===== src/hw/rtl/hrte_pkg.sv =====
package hrte_pkg;

  // Shared serial divider geometry.
  localparam int unsigned DIV_DW = 48;
  localparam int unsigned DIV_VW = 24;

  // Logarithm result: 5 integer bits and 16 fraction bits.
  localparam int unsigned LOG_W = 21;

  // Configuration register indexes.
  localparam logic [1:0] REG_REF_RES   = 2'd0;
  localparam logic [1:0] REG_CABLE_RES = 2'd1;
  localparam logic [1:0] REG_INV_TCR   = 2'd2;

  // Reset values.
  localparam logic [23:0] REF_RES_RST  = 24'd32768;
  localparam logic [23:0] INV_TCR_RST  = 24'd42667;
  localparam logic [23:0] TEMP20_Q8    = 24'd5120;

  typedef enum logic [1:0] {
    LG_IDLE,
    LG_NORM,
    LG_SQ
  } log_state_t;

  typedef enum logic [4:0] {
    ST_IDLE,
    ST_MUL,
    ST_PDIV,
    ST_PWAIT,
    ST_RDIV,
    ST_RWAIT,
    ST_RSUM,
    ST_RFWAIT,
    ST_ABS,
    ST_LOGR,
    ST_LOGRW,
    ST_LOGREF,
    ST_LOGREFW,
    ST_TMAG,
    ST_TTCR,
    ST_TSUM,
    ST_TDIV,
    ST_TWAIT,
    ST_DONE
  } est_state_t;

  // Start and completion of one operation on a shared iterative unit.
  typedef struct packed {
    logic start;
  } unit_req_t;

  typedef struct packed {
    logic done;
  } unit_rsp_t;

endpackage


===== src/hw/rtl/hrte_div.sv =====
// Restoring divider, one quotient bit per cycle.
module hrte_div (
  input  logic                            clk,
  input  logic                            rst_n,
  input  hrte_pkg::unit_req_t             req,
  input  logic [hrte_pkg::DIV_DW-1:0]     dividend,
  input  logic [hrte_pkg::DIV_VW-1:0]     divisor,
  output hrte_pkg::unit_rsp_t             rsp,
  output logic [hrte_pkg::DIV_DW-1:0]     quotient
);

  logic [hrte_pkg::DIV_DW-1:0] q_r;
  logic [hrte_pkg::DIV_VW-1:0] rem_r;
  logic [hrte_pkg::DIV_VW-1:0] dvs_r;
  logic [5:0]                  cnt_r;
  logic                        busy_r;
  logic                        done_r;
  logic [hrte_pkg::DIV_VW:0]   sh;
  logic                        ge;

  // One trial subtraction on the partial remainder.
  always_comb begin
    sh = {rem_r, q_r[hrte_pkg::DIV_DW-1]};
    ge = (sh >= {1'b0, dvs_r});
  end

  always_ff @(posedge clk) begin
    if (!rst_n) begin
      busy_r <= 1'b0;
      done_r <= 1'b0;
      cnt_r  <= '0;
    end else begin
      done_r <= 1'b0;
      if (req.start) begin
        busy_r <= 1'b1;
        cnt_r  <= 6'(hrte_pkg::DIV_DW - 1);
        q_r    <= dividend;
        rem_r  <= '0;
        dvs_r  <= divisor;
      end else if (busy_r) begin
        rem_r <= ge ? hrte_pkg::DIV_VW'(sh - {1'b0, dvs_r})
                    : sh[hrte_pkg::DIV_VW-1:0];
        q_r   <= {q_r[hrte_pkg::DIV_DW-2:0], ge};
        if (cnt_r == '0) begin
          busy_r <= 1'b0;
          done_r <= 1'b1;
        end else begin
          cnt_r <= cnt_r - 6'd1;
        end
      end
    end
  end

  assign rsp.done = done_r;
  assign quotient = q_r;

endmodule


===== config.mk =====
export PLATFORM = sky130hd
export DESIGN_NAME = hrte_div
export DESIGN_NICKNAME = d
export VERILOG_FILES = /design/src/hw/rtl/hrte_pkg.sv /design/src/hw/rtl/hrte_div.sv
export SDC_FILE = /design/constraint.sdc
export NUM_CORES = 1
export LEC_CHECK = 0
export ABC_CLOCK_PERIOD_IN_PS = 6650
export BUFFER_PORTS_ARGS = -buffer_cell sky130_fd_sc_hd__buf_2
export CAP_MARGIN = 20
export CORE_UTILIZATION = 53
export CTS_BUF_LIST = sky130_fd_sc_hd__clkbuf_8
export DETAILED_ROUTE_END_ITERATION = 12
export GPL_TIMING_DRIVEN = 0
export PLACE_DENSITY = 0.78
export SYNTH_ARGS = -nofsm -noshare
export SYNTH_HDL_FRONTEND = slang
export SYNTH_SLANG_ARGS = --single-unit

===== constraint.sdc =====
create_clock -name clk -period 6.65 [get_ports clk]
set_clock_uncertainty 0.05 [all_clocks]
set_input_delay 0 -clock clk [delete_from_list [all_inputs] [get_ports clk]]
set_output_delay 0 -clock clk [all_outputs]
set_load 0.005 [all_outputs]

==> flow_summary_export.csv <==
group,metric,value,unit
status,status,"complete, no violations",
sta,finalCriticalPeriod,2.95,ns
sta,tightest_slew,0.648,ns
clocking,postCtsSetupRepairBufs,0,
clocking,cts_tree,"done",
synthesis,synth_xor_area_frac,0.0297,
route,wl_per_cell,18.7,um
final_layout,area_growth,31.6,%
route,drt-pass1-iter-count,4,
floorplanning,core-area,10300,um^2
setup_path,cpMostUsedCell,"o31a_1",
sta,maxSlewViolCount,0,
floorplanning,die_w,105,um
route,drtIter0Drc,239,
place,portBuffers,121,
synthesis,yosys.area_share.simple,0.0803,
sta,min_period_over_period,0.444,
route,vias,4549,
synthesis,ys_seq_area_frac,0.542,
synthesis,yosys.area.top_type,"edfxtp_1",
pwr,power_leakage,3.00,nW
place,place_hpwl,9210,um
synthesis,synth_cell_types,54,
setup_path,critPathCaptureType,"flop",
clocking,path_clk_slew,0.10,ns
route,ant_nets,0,
clocking,htree_levels,3,
synthesis,synth_top_area_share,0.514,
sta,finalSetupViolations,0,
synthesis,synth_fa_ha_area_frac,0.0615,
clocking,post_cts_resized,0,
setup_path,path_cells,"inv_1 -> ha_1 -> fa_1 -> nor2b_1 -> o31a_1 -> o31a_1 -> o21ai_1 -> o311ai_0 -> xor2_1 -> o21ai_0 -> a21oi_1",
setup_path,startpoint_type,"flop",
global_routing,antenna_found_initial,0,
clocking,clk_latency,0.39,ns
final_layout,antenna_cells,0,
synthesis,synthArstFlopShare,0,
floorplanning,rows,37,
synthesis,synthTopCellsByArea,"edfxtp_1 51%, mux2_2 9.6%, ha_1 5.8%",
clocking,cts_hold_buffers,73,
global_routing,grt_pass1_wl,23900,um
synthesis,synth-seq-cells,104,
sta,relSlewSlack,0.565,
route,drcViolationCount,0,
floorplanning,die-height,105,um
clocking,cts-root-buf,"clkbuf_8",
floorplanning,design.portCount,124,
floorplanning,start_util,0.546,
pwr,p_per_area,228,nW/um^2
min_path,min_path_type,"in -> reg",
global_routing,grt_pass1_vias,4806,
final_layout,layout.nets,768,
sta,fin_tns_setup,0,ns
synthesis,synth_top_family_by_area,"compound AO/OA/AOI/OAI gates",
setup_path,slowest_stage,"fa_1",
synthesis,avgSynthCellArea,12.2,um^2
setup_path,worstPathMaxFanout,4,
synthesis,syn_nets,561,
synthesis,synthMuxAreaShare,0.0963,
synthesis,synth_edf_count,96,
sta,clock.fmax,339,MHz
clocking,clockBufferDepth,2,
clocking,clock-sinks,104,
setup_path,cp.arrival,3.14,ns
global_routing,grt_usage,0.283,
final_layout,fin_util,0.719,
synthesis,synth_flop_cell,"edfxtp_1",
floorplanning,dieArea,11000,um^2
global_routing,grt_start_max_net_pins,45,
setup_path,cp.required,6.84,ns
sta,rsz0062_at_grt,"false",
sta,hold_viol,0,
global_routing,grt-ovfl-total,0,
run,drv_cap,0,
route,via_per_inst,5.64,
clocking,cts_buffers,9,
setup_path,slowest_delay,0.44,ns
synthesis,synth_compound_area_frac,0.149,
synthesis,syn_area,5610,um^2
synthesis,yosys_warnings,0,
route,drt-total-wl,15100,um
setup_path,worstSetupPathType,"reg -> reg",
place,finalWeightedCongestion,0.877,
pwr,irDropWorstVdd,174,uV
final_layout,drive_gt1_frac,0.303,
synthesis,syn_inst,459,
## flip-flops by register name, indices dropped and copies added, names as in the netlist
signal,cells
rem_r,24
busy_r,1
cnt_r,6
rsp,1
dvs_r,24
quotient,48
## worst paths after layout
path              slack [ns]         start  cells past startpoint           to
setup / recovery        3.70  quotient[47]                     11    rem_r[16]
hold / removal          0.19           req                      2  quotient[1]
setup reg to reg        3.70  quotient[47]                     11    rem_r[16]
hold reg to reg         0.50        busy_r                      1          rsp
## placed cells by master, fill, tap and decap left out, drive strengths merged, types with 7 or more instances in the layout
master	Yosys	layout
edfxtp	96	96
xnor2	11	11
mux2	48	48
a21oi	38	38
nor2	9	9
o21a	17	17
a211oi	7	7
buf	6	129
o211ai	7	7
or3	7	7
nand3	24	24
clkbuf	13	22
inv	34	38
nor3	7	7
nand2	20	20
xor2	8	8
o21ai	27	27
a21o	8	8
ha	26	26
dfxtp	8	8
dlygate4sd3	0	73
## layer usage
metal | wire [um] | share of wire | GRT usage | up-vias
met3 | 1000 | 0.066 | 0.0724 | 44
met1 | 6030 | 0.40 | 0.330 | 2162
met5 | 0 | 0 | 0 | -
met4 | 506 | 0.034 | 0.126 | 0
li1 | - | - | - | 2138
met2 | 7520 | 0.50 | 0.491 | 205
## logic make-up after synthesis
kind of cell / Yosys count
AO/OA/AOI/OAI: 123
XOR/XNOR: 19
adder cells (fa/ha/maj): 27
flip-flops: 104
AND/OR/NAND/NOR: 85
buffers and inverters: 53
multiplexers: 48
## cells in the mapped netlist (8+ instances only)
| library cell | number |
|---|---|
| edfxtp_1 | 96 |
| mux2_2 | 48 |
| a21oi_1 | 36 |
| inv_1 | 34 |
| ha_1 | 26 |
| o21ai_0 | 25 |
| nand3_1 | 23 |
| nand2_1 | 19 |
| o21a_1 | 17 |
| clkbuf_1 | 13 |
| xnor2_1 | 11 |
| nor2_1 | 9 |
| a21o_1 | 8 |
| dfxtp_1 | 8 |
| xor2_1 | 8 |
## critical path: cells and delay by family, from the launching register on
kind | cells | cell delay (ns)
compound gates | 6 | 1.25
xor+xnor | 1 | 0.17
fa+ha+maj | 2 | 0.67
buf+inv | 1 | 0.05
flops | 1 | 0.39
simple gates | 1 | 0.21
## through the flow
step / hold slack (ns) / area, um^2 / power, mW / instances / worst slack (ns)
after floorplan: 0.0489 / 5610 / 1.08 / 459 / 3.88
after global placement: 0.129 / 6390 / 1.18 / 716 / 2.87
after detailed placement: 0.129 / 6430 / 1.19 / 718 / 3.73
after CTS: 0.148 / 7380 / 1.68 / 807 / 3.71
after global routing: 0.215 / 7380 / 1.76 / 807 / 3.38
final: 0.195 / 7380 / 1.68 / 807 / 3.70
## area by class of cell
cell class	count	area [um^2]
well taps	136	170
fillers	691	2890
clock buffers	9	124
plain buffers	19	103
multi-input cells	302	2350
repair buffers	196	1370
flip-flops and latches	104	3040
inverters	34	128
clock inverters	7	100
## where the power goes
part | total (mW) | switching, mW | leakage (nW) | internal [mW]
combinational | 0.421 | 0.222 | 1.90 | 0.198
sequential | 0.808 | 0.0283 | 0.983 | 0.780
clock | 0.455 | 0.239 | 0.114 | 0.216
(Power assumes the default switching activity.)
