==> src/hw/rtl/hrte_pkg.sv <==
package hrte_pkg;

  // Shared serial divider geometry.
  localparam int unsigned DIV_DW = 48;
  localparam int unsigned DIV_VW = 24;

  // Logarithm result: 5 integer bits and 16 fraction bits.
  localparam int unsigned LOG_W = 21;

  // Configuration register indexes.
  localparam logic [1:0] REG_REF_RES   = 2'd0;
  localparam logic [1:0] REG_CABLE_RES = 2'd1;
  localparam logic [1:0] REG_INV_TCR   = 2'd2;

  // Reset values.
  localparam logic [23:0] REF_RES_RST  = 24'd32768;
  localparam logic [23:0] INV_TCR_RST  = 24'd42667;
  localparam logic [23:0] TEMP20_Q8    = 24'd5120;

  typedef enum logic [1:0] {
    LG_IDLE,
    LG_NORM,
    LG_SQ
  } log_state_t;

  typedef enum logic [4:0] {
    ST_IDLE,
    ST_MUL,
    ST_PDIV,
    ST_PWAIT,
    ST_RDIV,
    ST_RWAIT,
    ST_RSUM,
    ST_RFWAIT,
    ST_ABS,
    ST_LOGR,
    ST_LOGRW,
    ST_LOGREF,
    ST_LOGREFW,
    ST_TMAG,
    ST_TTCR,
    ST_TSUM,
    ST_TDIV,
    ST_TWAIT,
    ST_DONE
  } est_state_t;

  // Start and completion of one operation on a shared iterative unit.
  typedef struct packed {
    logic start;
  } unit_req_t;

  typedef struct packed {
    logic done;
  } unit_rsp_t;

endpackage

==> src/hw/rtl/hrte_log2.sv <==
// Iterative log2 with 16 fraction bits: a one-bit-per-cycle normalize,
// then one squaring of the mantissa per fraction bit.
module hrte_log2 (
  input  logic                         clk,
  input  logic                         rst_n,
  input  hrte_pkg::unit_req_t          req,
  input  logic [23:0]                  x,
  output hrte_pkg::unit_rsp_t          rsp,
  output logic [hrte_pkg::LOG_W-1:0]   result
);

  hrte_pkg::log_state_t state_r, state_nxt;
  logic [30:0] m_r;
  logic [4:0]  e_r;
  logic [15:0] frac_r;
  logic [3:0]  cnt_r;
  logic        done_r;
  logic [61:0] sq_full;
  logic [31:0] sq;

  // Square of the normalized mantissa, rescaled to 2^30 for one.
  always_comb begin
    sq_full = 62'(m_r) * 62'(m_r);
    sq      = sq_full[61:30];
  end

  // Next state.
  always_comb begin
    state_nxt = state_r;
    case (state_r)
      hrte_pkg::LG_IDLE: if (req.start) state_nxt = hrte_pkg::LG_NORM;
      hrte_pkg::LG_NORM: if (m_r[30]) state_nxt = hrte_pkg::LG_SQ;
      hrte_pkg::LG_SQ:   if (cnt_r == 4'd0) state_nxt = hrte_pkg::LG_IDLE;
      default:           state_nxt = hrte_pkg::LG_IDLE;
    endcase
  end

  always_ff @(posedge clk) begin
    if (!rst_n) begin
      state_r <= hrte_pkg::LG_IDLE;
      done_r  <= 1'b0;
    end else begin
      state_r <= state_nxt;
      done_r  <= (state_r == hrte_pkg::LG_SQ) && (cnt_r == 4'd0);
    end
  end

  // Mantissa, exponent and fraction registers.
  always_ff @(posedge clk) begin
    case (state_r)
      hrte_pkg::LG_IDLE: begin
        m_r   <= {x, 7'b0};
        e_r   <= 5'd23;
        cnt_r <= 4'd15;
      end
      hrte_pkg::LG_NORM: begin
        if (!m_r[30]) begin
          m_r <= {m_r[29:0], 1'b0};
          e_r <= e_r - 5'd1;
        end
      end
      hrte_pkg::LG_SQ: begin
        m_r    <= sq[31] ? sq[31:1] : sq[30:0];
        frac_r <= {frac_r[14:0], sq[31]};
        cnt_r  <= cnt_r - 4'd1;
      end
      default: begin
        m_r <= m_r;
      end
    endcase
  end

  assign rsp.done = done_r;
  assign result   = {e_r, frac_r};

endmodule

==> config.mk <==
export PLATFORM = sky130hd
export DESIGN_NAME = hrte_log2
export DESIGN_NICKNAME = d
export VERILOG_FILES = /design/src/hw/rtl/hrte_pkg.sv /design/src/hw/rtl/hrte_log2.sv
export SDC_FILE = /design/constraint.sdc
export NUM_CORES = 2
export LEC_CHECK = 0
export BUFFER_PORTS_ARGS = -buffer_cell sky130_fd_sc_hd__buf_2
export CORE_ASPECT_RATIO = 1.75
export CORE_UTILIZATION = 60
export DETAILED_ROUTE_END_ITERATION = 8
export PLACE_DENSITY = 0.77
export REMOVE_ABC_BUFFERS = 1
export SLEW_MARGIN = 20
export SYNTH_ARGS = -nofsm -noshare
export SYNTH_HDL_FRONTEND = slang
export SYNTH_SLANG_ARGS = --single-unit
==> constraint.sdc <==
create_clock -name clk -period 12.2 [get_ports clk]
set_input_delay 1.22 -clock clk [delete_from_list [all_inputs] [get_ports clk]]
set_output_delay 1.22 -clock clk [all_outputs]
set_load 0.01 [all_outputs]
==> impl_summary.md <==
Outcome
The run finished with clean final reports.

Synthesis
Of the total synthesized cell area, the portion taken by AND, OR, NAND and NOR gates is 10.5%. Counting distinct cell types in the post-synthesis netlist gives 66. Synthesis handed over a netlist of around 3100 instances. The synthesized design contains 56 enable-type register cells.

The commonest cells after synthesis are inv_1, fa_1, nand2_1, ha_1, and2_1. The most repeated cell in the gate-level netlist after synthesis is inv_1. The biggest area contributor in the post-synthesis netlist is fa_1. The compound-gate portion of the synthesized area is ~5.4%. The fraction of the yosys area taken by sequential cells is between 5 and 6%. The most used flip-flop cell after synthesis is edfxtp_1. The adder and majority gate portion of the synthesized area is between 60% and 70%. The count of yosys warnings during synthesis is 0. The xor and xnor area share after synthesis is between 1.5 and 2%.

The proportion of synthesized flip-flops having asynchronous set or reset is 0%. The post-synthesis cell area is roughly 0.030 mm². After synthesis, the largest family of logic cells by area is adder cells.

Summed over its instances, the top area cell type makes up 50.6% of the synthesized netlist area. In the synthesized netlist, mux cells make up less than 1% of the area. Ranked by total cell area, the synthesized netlist is headed by fa_1, inv_1, ha_1. The register bit count reported by yosys is roughly 60.

The mean cell area of the mapped netlist is between 9 and 10 µm².

Clocking
After clock tree synthesis, the clock-pin slew on the worst setup and hold paths is roughly 0.060 ns. The H-tree level count is 3. Gates resized during post-CTS repair numbered 0. The number of setup buffers added after CTS is 0. The tree built by TritonCTS fans out to 59 sinks. The cell sitting at the root of the clock tree is a clkbuf_16. The TritonCTS clock tree is built.

For the worst-skew pair, the clock arrives at the later sink with an insertion delay of 0.35 ns. After clock tree synthesis, the flow added hold-fix buffers numbering 0. The number of buffers inserted during clock tree synthesis is 9.

The clock tree buffer depth is 2.

Floorplanning
Row generation in the floorplan step produced approximately 110 rows. For this configuration, the core starts out at a cell density of approximately three fifths. between 40 and 50 I/O pins were placed. The die height is between 200 and 300 µm. The core region is 0.0487 mm². The area enclosed by the die boundary is between 0.05 and 0.06 mm². In this run the horizontal extent of the chip is about 170 µm.

Global route
The total routing resource utilization after global routing is around 37%. The total global routing overflow is 0. The number of global-route vias before repair was between 20000 and 30000. Entering global routing, the biggest net connects 36 pins. The first global-routing pass estimated ~140000 µm of wire. The initial antenna violation count was 4.

Drt
After detailed routing, the number of remaining DRC violations is 0. The first detailed-routing pass ran for 7 iterations. The total number of vias is around 22000.

The wire length per cell after detailed routing is approximately 23 µm. The via density per instance is approximately 5.8. The post-detailed-routing wire length is between 80000 and 90000 µm. In this run the remaining antenna-violating nets after routing total 0.

The number of violations reported at the end of detailed-routing iteration 0 is about 1200.

Final layout
The finished layout holds 3762 standard cells, fillers aside. For this run, the post-layout net count is ~4100. Counting the fill cells in the layout gives a little over 4000.

The area growth from synthesis to layout is 4.12%. The share of cells above drive strength 1 is under 10%.

Critical path
STA classifies the critical path endpoint as a flop. STA puts the critical path data arrival time at ~11 ns. The setup check on the worst reg-to-reg path leaves a slack of between 1.5 and 2 ns. The maximum fanout along the worst path is 33. The worst setup path is of the flop to flop kind.

The critical path data required time is approximately 12 ns. The kind of start point of the critical path is a flop.

Place
During placement, the flow inserted port buffers numbering 48. Detailed placement finished with a half-perimeter wire length of 71500 µm. The congestion estimate from routability-driven global placement came to 1.15.

At the placement stage, the worst setup path has a slack of ~2.1 ns. The placed cell count is roughly 3700.

STA
Setup repair after global routing left no endpoint under its margin. The share of the clock period used by the worst path is 84.8%. Across all setup checks in the final design, the least slack found is ~1.9 ns. The remaining max-slew budget at the tightest pin is between 20 and 25%.

The number of hold violations in the final report is 0. Counting I/O delays and the setup requirement, the final critical path takes about 10 ns. For the pin with the worst max-slew slack, the measured transition is roughly 1.2 ns.

Based on the critical path, the design can be clocked at up to between 90 and 100 MHz. Setup violations remaining at the end of the flow were counted as 0. After routing, the total negative slack on setup checks comes to 0 ns.

The count of pins over their slew limit was 0. The clock tree skew after final layout is approximately 0.0094 ns.

Min path
The min-delay analysis places its worst path in the category flop to flop.

Job
The number of violations of the max-capacitance limit is 0.
==> worst max-delay path, stage by stage (launching register included) <==
cell,delay (ns)
edfxtp_1,0.93
inv_1,0.54
nor2_1,0.40
fa_1,0.50
fa_1,0.55
inv_1,0.06
fa_1,0.66
fa_1,0.48
fa_1,0.55
inv_1,0.05
fa_1,0.46
fa_1,0.51
fa_1,0.41
ha_1,0.41
nand4_1,0.21
nor3_1,0.49
a31oi_1,0.29
o31a_1,0.42
o41ai_2,0.51
xor2_4,0.87
inv_2,0.31
a31o_1,0.31
o31ai_1,0.22
==> layout make-up <==
type | count | area (µm²) | area share [%]
multi-input cells | 2013 | 23900 | 77.6
well taps | 654 | 818 | 2.66
inverters | 930 | 3490 | 11.3
diodes | 2 | 5.00 | 0.0163
clock inverters | 7 | 68.8 | 0.223
clock buffers | 9 | 225 | 0.731
repair buffers | 88 | 541 | 1.76
flip-flops and latches | 59 | 1740 | 5.66
==> state kept, by name, indices dropped and copies added, names as in the netlist <==
register	count
e_r	5
rsp	1
cnt_r	4
state_r	2
frac_r	16
m_r	31
==> path summary, 6_finish.rpt <==
kind	startpoint	endpoint	cells past startpoint
setup / recovery	m_r[8]	m_r[28]	22
hold / removal	frac_r[4]	frac_r[5]	0
hold reg to reg	frac_r[4]	frac_r[5]	0
setup reg to reg	m_r[8]	m_r[28]	22
==> routing by layer <==
| metal | global-route usage, % | vias to the layer above | part of all wire (%) |
|---|---|---|---|
| met5 | 0 | - | 0 |
| met4 | 35.2 | 0 | 11 |
| met3 | 5.06 | 498 | 6.2 |
| met2 | 68.7 | 1087 | 54 |
| met1 | 34.2 | 11001 | 28 |
| li1 | - | 9111 | - |
==> kinds of logic (layout without fill, tap and decap cells) <==
kind of cell               after synthesis  in the layout
and+or+nand+nor                        658            658
muxes                                   26             26
DFF                                     59             59
xor gates and xnor gates                62             62
buffers and inverters                 1050           1034
AOI/OAI and AO/OA                      247            247
other                                    0              2
adders and majority gates             1020           1020
==> cells in the final DEF, fill, tap and decap left out, types with 3 or more instances in the layout <==
cell type / synthesis / layout
a21boi_0: 3 / 3
a21o_1: 17 / 17
a21oi_1: 81 / 80
a221o_1: 9 / 9
a221oi_1: 4 / 4
a22oi_1: 15 / 15
a31o_2: 4 / 4
a31oi_1: 7 / 7
a41o_1: 3 / 3
and2_1: 179 / 179
and3_1: 9 / 8
buf_2: 4 / 48
buf_4: 2 / 40
clkbuf_16: 0 / 9
dfxtp_1: 3 / 3
edfxtp_1: 56 / 56
fa_1: 747 / 747
ha_1: 273 / 273
inv_1: 928 / 928
mux2i_1: 25 / 25
nand2_1: 315 / 315
nand2b_1: 7 / 7
nand3_1: 12 / 12
nand4_1: 16 / 16
nor2_1: 81 / 81
nor2b_1: 11 / 11
nor3_1: 16 / 16
o211ai_1: 4 / 4
o21a_1: 3 / 3
o21ai_0: 55 / 55
o21bai_1: 9 / 9
o31ai_1: 9 / 9
or2_2: 4 / 4
xnor2_1: 34 / 34
xor2_1: 27 / 27
==> stage by stage <==
step | area [µm²] | util (%) | hold WS, ns
2_1_floorplan | 29100 | - | 0.499
3_3_place_gp | 30500 | 62.6 | 0.430
3_5_place_dp | 30500 | 62.6 | 0.437
4_1_cts | 30800 | 63.2 | 0.447
5_1_grt | 30800 | 63.2 | 0.450
6_report | 30800 | 63.2 | 0.447
Power is left out: the tool's default activity adds up to more than one toggle a clock period on the data nets, which glitch-free logic cannot reach.
